--- src/rtl/core/tlb_sr_pkg.sv ---
// Package for the TLB slot replacement block.
// Operation codes, sequencer states and the stored entry layout; no dependencies.
`timescale 1ns / 1ps

package tlb_sr_pkg;

	localparam logic [1:0] OP_INSERT    = 2'd0;
	localparam logic [1:0] OP_INV_FRAME = 2'd1;
	localparam logic [1:0] OP_INV_ALL   = 2'd2;

	localparam int PAGE_W  = 20;
	localparam int STAMP_W = 32;
	localparam int SLOT_W  = 6;
	localparam int COUNT_W = 7;

	typedef enum logic [1:0] {
		S_IDLE,
		S_WALK,
		S_LAST,
		S_FIN
	} state_t;

	typedef struct packed {
		logic [PAGE_W-1:0]  vpage;
		logic [PAGE_W-1:0]  frame;
		logic [STAMP_W-1:0] stamp;
	} entry_t;

endpackage

--- src/rtl/core/tlb_sr_if.sv ---
// Request and response channel interfaces of the TLB slot replacement block.
// Depends on tlb_sr_pkg for field widths.
`timescale 1ns / 1ps

interface tlb_sr_req_if;
	logic                              valid;
	logic                              ready;
	logic [1:0]                        operation;
	logic [tlb_sr_pkg::PAGE_W-1:0]     virtual_page;
	logic [tlb_sr_pkg::PAGE_W-1:0]     physical_frame;

	modport source (output valid, output operation, output virtual_page,
		output physical_frame, input ready);
	modport sink (input valid, input operation, input virtual_page,
		input physical_frame, output ready);
endinterface

interface tlb_sr_rsp_if;
	logic                              valid;
	logic                              ready;
	logic [tlb_sr_pkg::SLOT_W-1:0]     slot;
	logic                              evicted;
	logic [tlb_sr_pkg::COUNT_W-1:0]    cleared_count;

	modport source (output valid, output slot, output evicted, output cleared_count,
		input ready);
	modport sink (input valid, input slot, input evicted, input cleared_count,
		output ready);
endinterface

--- src/rtl/core/tlb_slot_replacement.sv ---
// Translation table with oldest-stamp replacement, top level.
// Depends on tlb_sr_pkg and the channel interfaces in tlb_sr_if.
//
// Usage:
//   req carries one request (operation, virtual_page, physical_frame); rsp
//   returns exactly one response (slot, evicted, cleared_count) per request.
//   Insert, invalidate-by-frame and invalidate-all walk the whole table, one
//   entry per cycle through the single read port of the entry memory, and
//   then pass through the last and finish states before rsp.valid rises. An
//   unused operation code skips the walk and goes straight to the finish state.
//   One request is in work at a time; req.ready is high while idle, and a
//   new request is taken while the previous response still waits on rsp.
//   If rsp stalls, the finished request holds until the response register
//   frees; an insert writes the table only then, while invalidations clear
//   valid bits during the walk.
//   Reset clears all valid bits and the stamp counter at once; the memory
//   needs no clearing since an invalid entry is never used for its contents.
`timescale 1ns / 1ps

module tlb_slot_replacement #(
	parameter int ENTRIES = 64
) (
	input  logic          clk,
	input  logic          arst_n,
	tlb_sr_req_if.sink    req,
	tlb_sr_rsp_if.source  rsp
);

	localparam int IW = (ENTRIES > 1) ? $clog2(ENTRIES) : 1;
	localparam int CW = $clog2(ENTRIES + 1);

	tlb_sr_pkg::state_t state_q, state_d;

	logic [IW-1:0]                     cnt_q;
	logic [1:0]                        op_q;
	logic [tlb_sr_pkg::PAGE_W-1:0]     vpage_q;
	logic [tlb_sr_pkg::PAGE_W-1:0]     frame_q;
	logic [tlb_sr_pkg::STAMP_W-1:0]    stamp_q;
	logic [ENTRIES-1:0]                valid_q;

	logic                              rd_s1;
	logic [IW-1:0]                     idx_s1;
	tlb_sr_pkg::entry_t                rdata_s1;

	logic                              found_q;
	logic [IW-1:0]                     first_q;
	logic [tlb_sr_pkg::STAMP_W-1:0]    min_q;
	logic [IW-1:0]                     min_idx_q;
	logic [CW-1:0]                     count_q;

	logic                              rsp_valid_q;
	logic [tlb_sr_pkg::SLOT_W-1:0]     slot_q;
	logic                              evicted_q;
	logic [tlb_sr_pkg::COUNT_W-1:0]    cleared_q;

	tlb_sr_pkg::entry_t mem [ENTRIES];

	logic           accept, issue, fin_go, mem_we, cur_valid, hit;
	logic [IW-1:0]  wr_idx;
	tlb_sr_pkg::entry_t wdata;

	// next state
	always_comb begin
		state_d = state_q;
		case (state_q)
			tlb_sr_pkg::S_IDLE: begin
				if (accept) begin
					if (req.operation == tlb_sr_pkg::OP_INSERT ||
							req.operation == tlb_sr_pkg::OP_INV_FRAME ||
							req.operation == tlb_sr_pkg::OP_INV_ALL)
						state_d = tlb_sr_pkg::S_WALK;
					else
						state_d = tlb_sr_pkg::S_FIN;
				end
			end
			tlb_sr_pkg::S_WALK: begin
				if (cnt_q == IW'(ENTRIES - 1))
					state_d = tlb_sr_pkg::S_LAST;
			end
			tlb_sr_pkg::S_LAST: state_d = tlb_sr_pkg::S_FIN;
			tlb_sr_pkg::S_FIN: begin
				if (fin_go)
					state_d = tlb_sr_pkg::S_IDLE;
			end
			default: state_d = tlb_sr_pkg::S_IDLE;
		endcase
	end

	// outputs of the sequencer
	always_comb begin
		req.ready = (state_q == tlb_sr_pkg::S_IDLE);
		issue     = (state_q == tlb_sr_pkg::S_WALK);
		fin_go    = (state_q == tlb_sr_pkg::S_FIN) && (!rsp_valid_q || rsp.ready);
	end

	assign accept = req.valid && req.ready;
	assign mem_we = fin_go && (op_q == tlb_sr_pkg::OP_INSERT);
	assign wr_idx = found_q ? first_q : min_idx_q;

	always_comb begin
		wdata.vpage = vpage_q;
		wdata.frame = frame_q;
		wdata.stamp = stamp_q + 1'b1;
	end

	assign cur_valid = valid_q[idx_s1];
	assign hit = cur_valid && (rdata_s1.frame == frame_q);

	always_ff @(posedge clk or negedge arst_n) begin
		if (!arst_n) begin
			state_q <= tlb_sr_pkg::S_IDLE;
		end else begin
			state_q <= state_d;
		end
	end

	// entry memory, one write and one registered read port
	always_ff @(posedge clk) begin
		if (mem_we)
			mem[wr_idx] <= wdata;
		rdata_s1 <= mem[cnt_q];
	end

	always_ff @(posedge clk or negedge arst_n) begin
		if (!arst_n) begin
			cnt_q <= '0;
			rd_s1 <= 1'b0;
		end else begin
			rd_s1 <= issue;
			if (accept)
				cnt_q <= '0;
			else if (issue)
				cnt_q <= cnt_q + 1'b1;
		end
	end

	always_ff @(posedge clk) begin
		idx_s1 <= cnt_q;
		if (accept) begin
			op_q    <= req.operation;
			vpage_q <= req.virtual_page;
			frame_q <= req.physical_frame;
		end
	end

	// walk accumulators
	always_ff @(posedge clk or negedge arst_n) begin
		if (!arst_n) begin
			found_q <= 1'b0;
			count_q <= '0;
		end else if (accept) begin
			found_q <= 1'b0;
			count_q <= '0;
		end else if (rd_s1) begin
			case (op_q)
				tlb_sr_pkg::OP_INSERT: begin
					if (!cur_valid)
						found_q <= 1'b1;
				end
				tlb_sr_pkg::OP_INV_FRAME: begin
					if (hit)
						count_q <= count_q + 1'b1;
				end
				tlb_sr_pkg::OP_INV_ALL: begin
					if (cur_valid)
						count_q <= count_q + 1'b1;
				end
				default: ;
			endcase
		end
	end

	always_ff @(posedge clk) begin
		if (rd_s1 && op_q == tlb_sr_pkg::OP_INSERT) begin
			if (!cur_valid && !found_q)
				first_q <= idx_s1;
			// ties go to the higher index
			if (idx_s1 == '0 || rdata_s1.stamp <= min_q) begin
				min_q     <= rdata_s1.stamp;
				min_idx_q <= idx_s1;
			end
		end
	end

	always_ff @(posedge clk or negedge arst_n) begin
		if (!arst_n) begin
			valid_q <= '0;
			stamp_q <= '0;
		end else begin
			if (rd_s1 && ((op_q == tlb_sr_pkg::OP_INV_FRAME && hit) ||
					op_q == tlb_sr_pkg::OP_INV_ALL))
				valid_q[idx_s1] <= 1'b0;
			if (mem_we) begin
				valid_q[wr_idx] <= 1'b1;
				stamp_q         <= stamp_q + 1'b1;
			end
		end
	end

	// response register
	always_ff @(posedge clk or negedge arst_n) begin
		if (!arst_n) begin
			rsp_valid_q <= 1'b0;
		end else if (fin_go) begin
			rsp_valid_q <= 1'b1;
		end else if (rsp.ready) begin
			rsp_valid_q <= 1'b0;
		end
	end

	always_ff @(posedge clk) begin
		if (fin_go) begin
			if (op_q == tlb_sr_pkg::OP_INSERT) begin
				slot_q    <= tlb_sr_pkg::SLOT_W'(wr_idx);
				evicted_q <= !found_q;
			end else begin
				slot_q    <= '0;
				evicted_q <= 1'b0;
			end
			cleared_q <= tlb_sr_pkg::COUNT_W'(count_q);
		end
	end

	assign rsp.valid         = rsp_valid_q;
	assign rsp.slot          = slot_q;
	assign rsp.evicted       = evicted_q;
	assign rsp.cleared_count = cleared_q;

	a_stamp_step: assert property (@(posedge clk) disable iff (!arst_n)
		mem_we |=> stamp_q == $past(stamp_q) + 1'b1)
		else $error("stamp counter did not advance on insert");

	a_evict_full: assert property (@(posedge clk) disable iff (!arst_n)
		(mem_we && !found_q) |-> (&valid_q))
		else $error("eviction with a free entry present");

	a_count_bound: assert property (@(posedge clk) disable iff (!arst_n)
		fin_go |-> count_q <= CW'(ENTRIES))
		else $error("cleared count exceeds table size");

	a_inv_all_empty: assert property (@(posedge clk) disable iff (!arst_n)
		(fin_go && op_q == tlb_sr_pkg::OP_INV_ALL) |=> valid_q == '0)
		else $error("table not empty after invalidate-all");

endmodule
--- src/flat_wrapper.sv ---
// flat-port wrapper written by rule: the top's interface ports become plain ports
module tlb_slot_replacement_flat 
#(
	parameter int ENTRIES = 64
)
  (clk, arst_n, req_valid, req_operation, req_virtual_page, req_physical_frame, req_ready, rsp_valid, rsp_slot, rsp_evicted, rsp_cleared_count, rsp_ready);
  tlb_sr_req_if req_i ();
  tlb_sr_rsp_if rsp_i ();
  input  logic clk;
  input  logic arst_n;
  input wire logic [$bits(req_i.valid)-1:0] req_valid;
  input wire logic [$bits(req_i.operation)-1:0] req_operation;
  input wire logic [$bits(req_i.virtual_page)-1:0] req_virtual_page;
  input wire logic [$bits(req_i.physical_frame)-1:0] req_physical_frame;
  output wire logic [$bits(req_i.ready)-1:0] req_ready;
  output wire logic [$bits(rsp_i.valid)-1:0] rsp_valid;
  output wire logic [$bits(rsp_i.slot)-1:0] rsp_slot;
  output wire logic [$bits(rsp_i.evicted)-1:0] rsp_evicted;
  output wire logic [$bits(rsp_i.cleared_count)-1:0] rsp_cleared_count;
  input wire logic [$bits(rsp_i.ready)-1:0] rsp_ready;
  assign req_i.valid = req_valid;
  assign req_i.operation = req_operation;
  assign req_i.virtual_page = req_virtual_page;
  assign req_i.physical_frame = req_physical_frame;
  assign req_ready = req_i.ready;
  assign rsp_valid = rsp_i.valid;
  assign rsp_slot = rsp_i.slot;
  assign rsp_evicted = rsp_i.evicted;
  assign rsp_cleared_count = rsp_i.cleared_count;
  assign rsp_i.ready = rsp_ready;
  tlb_slot_replacement #(.ENTRIES(ENTRIES)) u_core (.clk(clk), .arst_n(arst_n), .req(req_i), .rsp(rsp_i));
endmodule
--- config.mk ---
export PLATFORM = sky130hd
export DESIGN_NAME = tlb_slot_replacement_flat
export DESIGN_NICKNAME = d
export VERILOG_FILES = /design/src/rtl/core/tlb_sr_pkg.sv /design/src/rtl/core/tlb_sr_if.sv /design/src/rtl/core/tlb_slot_replacement.sv /design/src/flat_wrapper.sv
export SDC_FILE = /design/constraint.sdc
export NUM_CORES = 2
export LEC_CHECK = 0
export ABC_CLOCK_PERIOD_IN_PS = 7100
export BUFFER_PORTS_ARGS = -buffer_cell sky130_fd_sc_hd__buf_2
export CORE_MARGIN = 10
export CORE_UTILIZATION = 30
export CTS_BUF_LIST = sky130_fd_sc_hd__clkbuf_4
export DETAILED_ROUTE_END_ITERATION = 10
export GPL_TIMING_DRIVEN = 1
export PLACE_DENSITY = 0.41
export SYNTH_ARGS = -nofsm -noshare
export SYNTH_HDL_FRONTEND = slang
export SYNTH_MEMORY_MAX_BITS = 65536
export SYNTH_SLANG_ARGS = --single-unit
--- constraint.sdc ---
create_clock -name clk -period 7.1 [get_ports clk]
set_clock_uncertainty 0.15 [all_clocks]
set_input_delay 0.355 -clock clk [delete_from_list [all_inputs] [get_ports clk]]
set_output_delay 0.355 -clock clk [all_outputs]
set_load 0.02 [all_outputs]
==> results <==
- The synthesized design contains 3,580 register bits.
- STA classifies the critical path endpoint as a register.
- Once routing completed, OpenROAD measured the worst setup slack at about 2.4 ns.
- Clock-pin slew was measured on the worst setup and hold paths at 0.06 ns.
- The fraction of layout cells with a size suffix above 1 is 39.8%.
- The area of the mapped netlist is around 140,000 um^2.
- The actual slew at the worst max-slew pin is 1.32 ns.
- The floorplan step defined a die boundary enclosing between 400,000 and 500,000 um^2.
- The leakage power is around 48 nW.
- Yosys printed 0 warnings.
- The x dimension of the die is roughly 700 um.
- The cell count after synthesis is 5,764.
- The violation count after the first detailed-routing iteration is 5,778.
- The via count normalized by instance count is 4.95.
- The cell type with the highest aggregate area in the netlist is sky130_fd_sc_hd__edfxtp_1.
- Counting every sink on the clock net gives approximately 3.6k.
- Setup repair after global routing left no endpoint under its margin.
- The met1 track demand over resource in global routing is 22.2%.
- The total via count in the routed design is 67.2k.
- The top-level I/O count is 62.
- Entering global routing, the biggest net connects 131 pins.
- The number of cell rows is 248.
- In the final routed layout, each cell accounts on average for 31.1 um.
- The worst path arrival time is 5.68 ns.
- After detailed routing, the number of remaining DRC violations is 0.
- The via count of the first global-routing pass is 71.9k.
- The average cell area after synthesis is 23.7 um^2.
- Of all nets on the critical path, the largest fanout is 32.
- The startpoint class of the critical path is a register.
- The cell at the root of the clock tree is sky130_fd_sc_hd__clkbuf_4.
- The utilization after layout is 35.1%.
- The clock tree buffer depth is 4.
- The ratio of total power to cell area is 345 nW/um^2.
- For this run, the register share of the synthesized area comes to between 70% and 80%.
- The met2 global-route usage is between 20% and 30%.
- With fillers left out, the area of the finished cells amounts to around 160,000 um^2.
- The required time of the critical path is 8.09 ns.
- The instance area at placement is ~150,000 um^2.
- Fill cells in the final layout number ~43k.
- Across every metal layer, demand over resource in global routing totals 17.1%.
- The total congestion overflow after global routing is 0.
- The number of buffers inserted by hold repair at cts is 79.
- The worst setup path is of the register to register kind.
- The achievable frequency is 213 MHz.
- The run finished with clean final reports.
- The first global-routing pass estimated 578,000 um of wire.
- The final weighted congestion in routability-driven placement is 0.765.
- The worst min-delay path class is register to register.
- The layer carrying the most global-route usage is met2.
- Final hold analysis gives a worst-case slack of 0.293 ns.
- Across the VDD grid, the largest voltage drop is 0.000349 V.
- The number of distinct library cell variants in the gate-level netlist after synthesis is 67.
- The CTS H-tree depth is 6.
- The share of the synthesized area in the top cell type is between 70% and 80%.
- Buffers added to address setup during post-CTS repair amount to 0.
- The final number of hold-violating endpoints was 0.
- The setup violation total in the final timing report is 0.
- For this run, asynchronously set or reset flops after synthesis account for 3.18%.
- The synthesized net count is around 5.9k.
- After synthesis, the cell types taking the most area are sky130_fd_sc_hd__edfxtp_1, sky130_fd_sc_hd__mux4_2, sky130_fd_sc_hd__dfrtp_1, sky130_fd_sc_hd__dfxtp_1, sky130_fd_sc_hd__clkbuf_1.
- The clock reaches the later pin of the worst-skew pair after 1.70 ns.
- The number of antenna violations at the first check in global routing came to 28.
- The detail route stage leaves a number of antenna-violating nets equal to 0.
- Before CTS, the worst setup slack after placement is around 2.5 ns.
- Ranked by instance count, the synthesized netlist is headed by sky130_fd_sc_hd__edfxtp_1, sky130_fd_sc_hd__mux4_2, sky130_fd_sc_hd__clkbuf_1, sky130_fd_sc_hd__nor2_1, sky130_fd_sc_hd__dfrtp_1.
- Counting the buffers created by CTS gives 957.
- The final layout net count is 6,852.
- The layout overhead on the synthesized area is 16.7%.
- The number of enable flip-flop cells after synthesis is around 3.4k.
- For this run, global-route usage on met3 was measured as 2.96%.
- The number of max-slew violations in the final report is 0.
- Dividing the final minimum period by the clock period gives between 60% and 70%.
- TritonCTS built the clock tree.
- The dominant cell by count in the synthesized netlist is sky130_fd_sc_hd__edfxtp_1.
- The worst max-slew margin expressed relative to the limit is 12.2%.
- The number of maximum-capacitance constraint violations is 0.
- Once the clock tree was built, the resizer swapped 0 gates to a different size.
- Port buffering added 41 buffers.
- The vertical die dimension is 695 um.
- The aggregate routed wire length is 422,000 um.
- The estimated wirelength of the detail-placed design is 213,000 um.
- Among all flip-flop cells after synthesis, the most frequent one is sky130_fd_sc_hd__edfxtp_1.
- The number of detailed-routing iterations run before antenna repair is 5.
- The core region is between 400,000 and 500,000 um^2.
- The total negative slack is 0 ns.
- Counting I/O delays and the setup requirement, the final critical path takes 4.68 ns.
- The starting density of the core is between 30% and 40%.
==> cell families after synthesis <==
kind of cell | count (synthesis) | synth area share [%]
fa+ha+maj | 42 | 0.384
mux | 1119 | 18.2
buf+inv | 376 | 1.05
xor+xnor | 85 | 0.544
simple gates | 395 | 1.32
compound gates | 167 | 0.820
flops | 3580 | 77.7
==> critical path: stages, from the launching register on <==
cell                       delay, ns
sky130_fd_sc_hd__edfxtp_1       0.40
sky130_fd_sc_hd__inv_1          0.10
sky130_fd_sc_hd__ha_1           0.39
sky130_fd_sc_hd__and3_1         0.22
sky130_fd_sc_hd__buf_4          0.27
sky130_fd_sc_hd__nand2_1        0.16
sky130_fd_sc_hd__nor2_1         0.74
sky130_fd_sc_hd__nand2_1        0.29
sky130_fd_sc_hd__inv_6          0.59
sky130_fd_sc_hd__buf_4          0.72
==> flip-flops by register name (all words and copies together) (netlist names), 2 cells and up <==
register / cells
u_core.rsp.slot: 6
u_core.cnt_q: 6
u_core.rsp.cleared_count: 7
u_core.count_q: 7
u_core.min_idx_q: 6
u_core.valid_q: 64
u_core.idx_s1: 6
u_core.state_q: 2
u_core.min_q: 32
u_core.op_q: 2
u_core.mem: 3328
u_core.first_q: 6
u_core.frame_q: 20
u_core.stamp_q: 32
u_core.rdata_s1: 52
==> worst paths after layout <==
| check | startpoint | slack, ns | cells past startpoint | end |
|---|---|---|---|---|
| min in group asynchronous | arst_n | 0.81 | 6 | u_core.count_q[6]$_DFFE_PN0P_ |
| min reg2reg | u_core.rdata_s1[13]$_DFF_P_ | 0.29 | 0 | u_core.min_q[13]$_DFFE_PP_ |
| max in group asynchronous | arst_n | 4.73 | 7 | u_core.stamp_q[10]$_DFFE_PN0P_ |
| min | u_core.rdata_s1[13]$_DFF_P_ | 0.29 | 0 | u_core.min_q[13]$_DFFE_PP_ |
| max | u_core.op_q[0]$_DFFE_PP_ | 2.42 | 9 | u_core.mem[51][8]$_DFFE_PP_ |
| max reg2reg | u_core.op_q[0]$_DFFE_PP_ | 2.42 | 9 | u_core.mem[51][8]$_DFFE_PP_ |
==> layout make-up <==
class	instances	area (um^2)	share of cell area (%)
Multi-Input combinational cell	1808	29700	18.6
Clock buffer	1455	10900	6.83
Sequential cell	3580	106000	66.6
Antenna cell	23	57.6	0.0360
Clock inverter	278	1650	1.03
Tap cell	6000	7510	4.70
Timing Repair Buffer	317	2980	1.87
Inverter	100	617	0.386
==> layout by cell type (no fill, tap or decap), drive strengths merged, types with 29 or more instances in the layout <==
cell type,synthesis,final
dlygate4sd3,0,78
edfxtp,3408,3408
a21oi,29,29
mux4,1094,1094
a31oi,52,52
clkbuf,213,1455
clkinv,0,240
buf,63,239
dfrtp,114,114
ha,42,42
xor2,39,39
inv,100,117
nand2,110,110
xnor2,46,46
dfxtp,58,58
nor2,156,156
==> power by group <==
part	switching [W]	internal (W)	leakage, nW
Clock	0.00878	0.00980	7.46
Combinational	0.00648	0.00557	9.85
Sequential	0.000598	0.0240	30.6
==> per-stage QoR <==
step | total power (W) | cells
finish | 0.0552 | 13600
detailed placement | 0.0374 | 11700
CTS | 0.0563 | 13500
global route | 0.0578 | 13500
global placement | 0.0374 | 11700
floorplan | 0.0330 | 5764
==> routing by layer <==
metal | up-vias | wire, um | part of all wire (%)
met3 | 649 | 21600 | 5.1
met2 | 2134 | 215000 | 51
met4 | 4 | 8260 | 2.0
met1 | 37000 | 177000 | 42
met5 | - | 32 | 0.0076
li1 | 27400 | - | -
(Power assumes the default switching activity.)
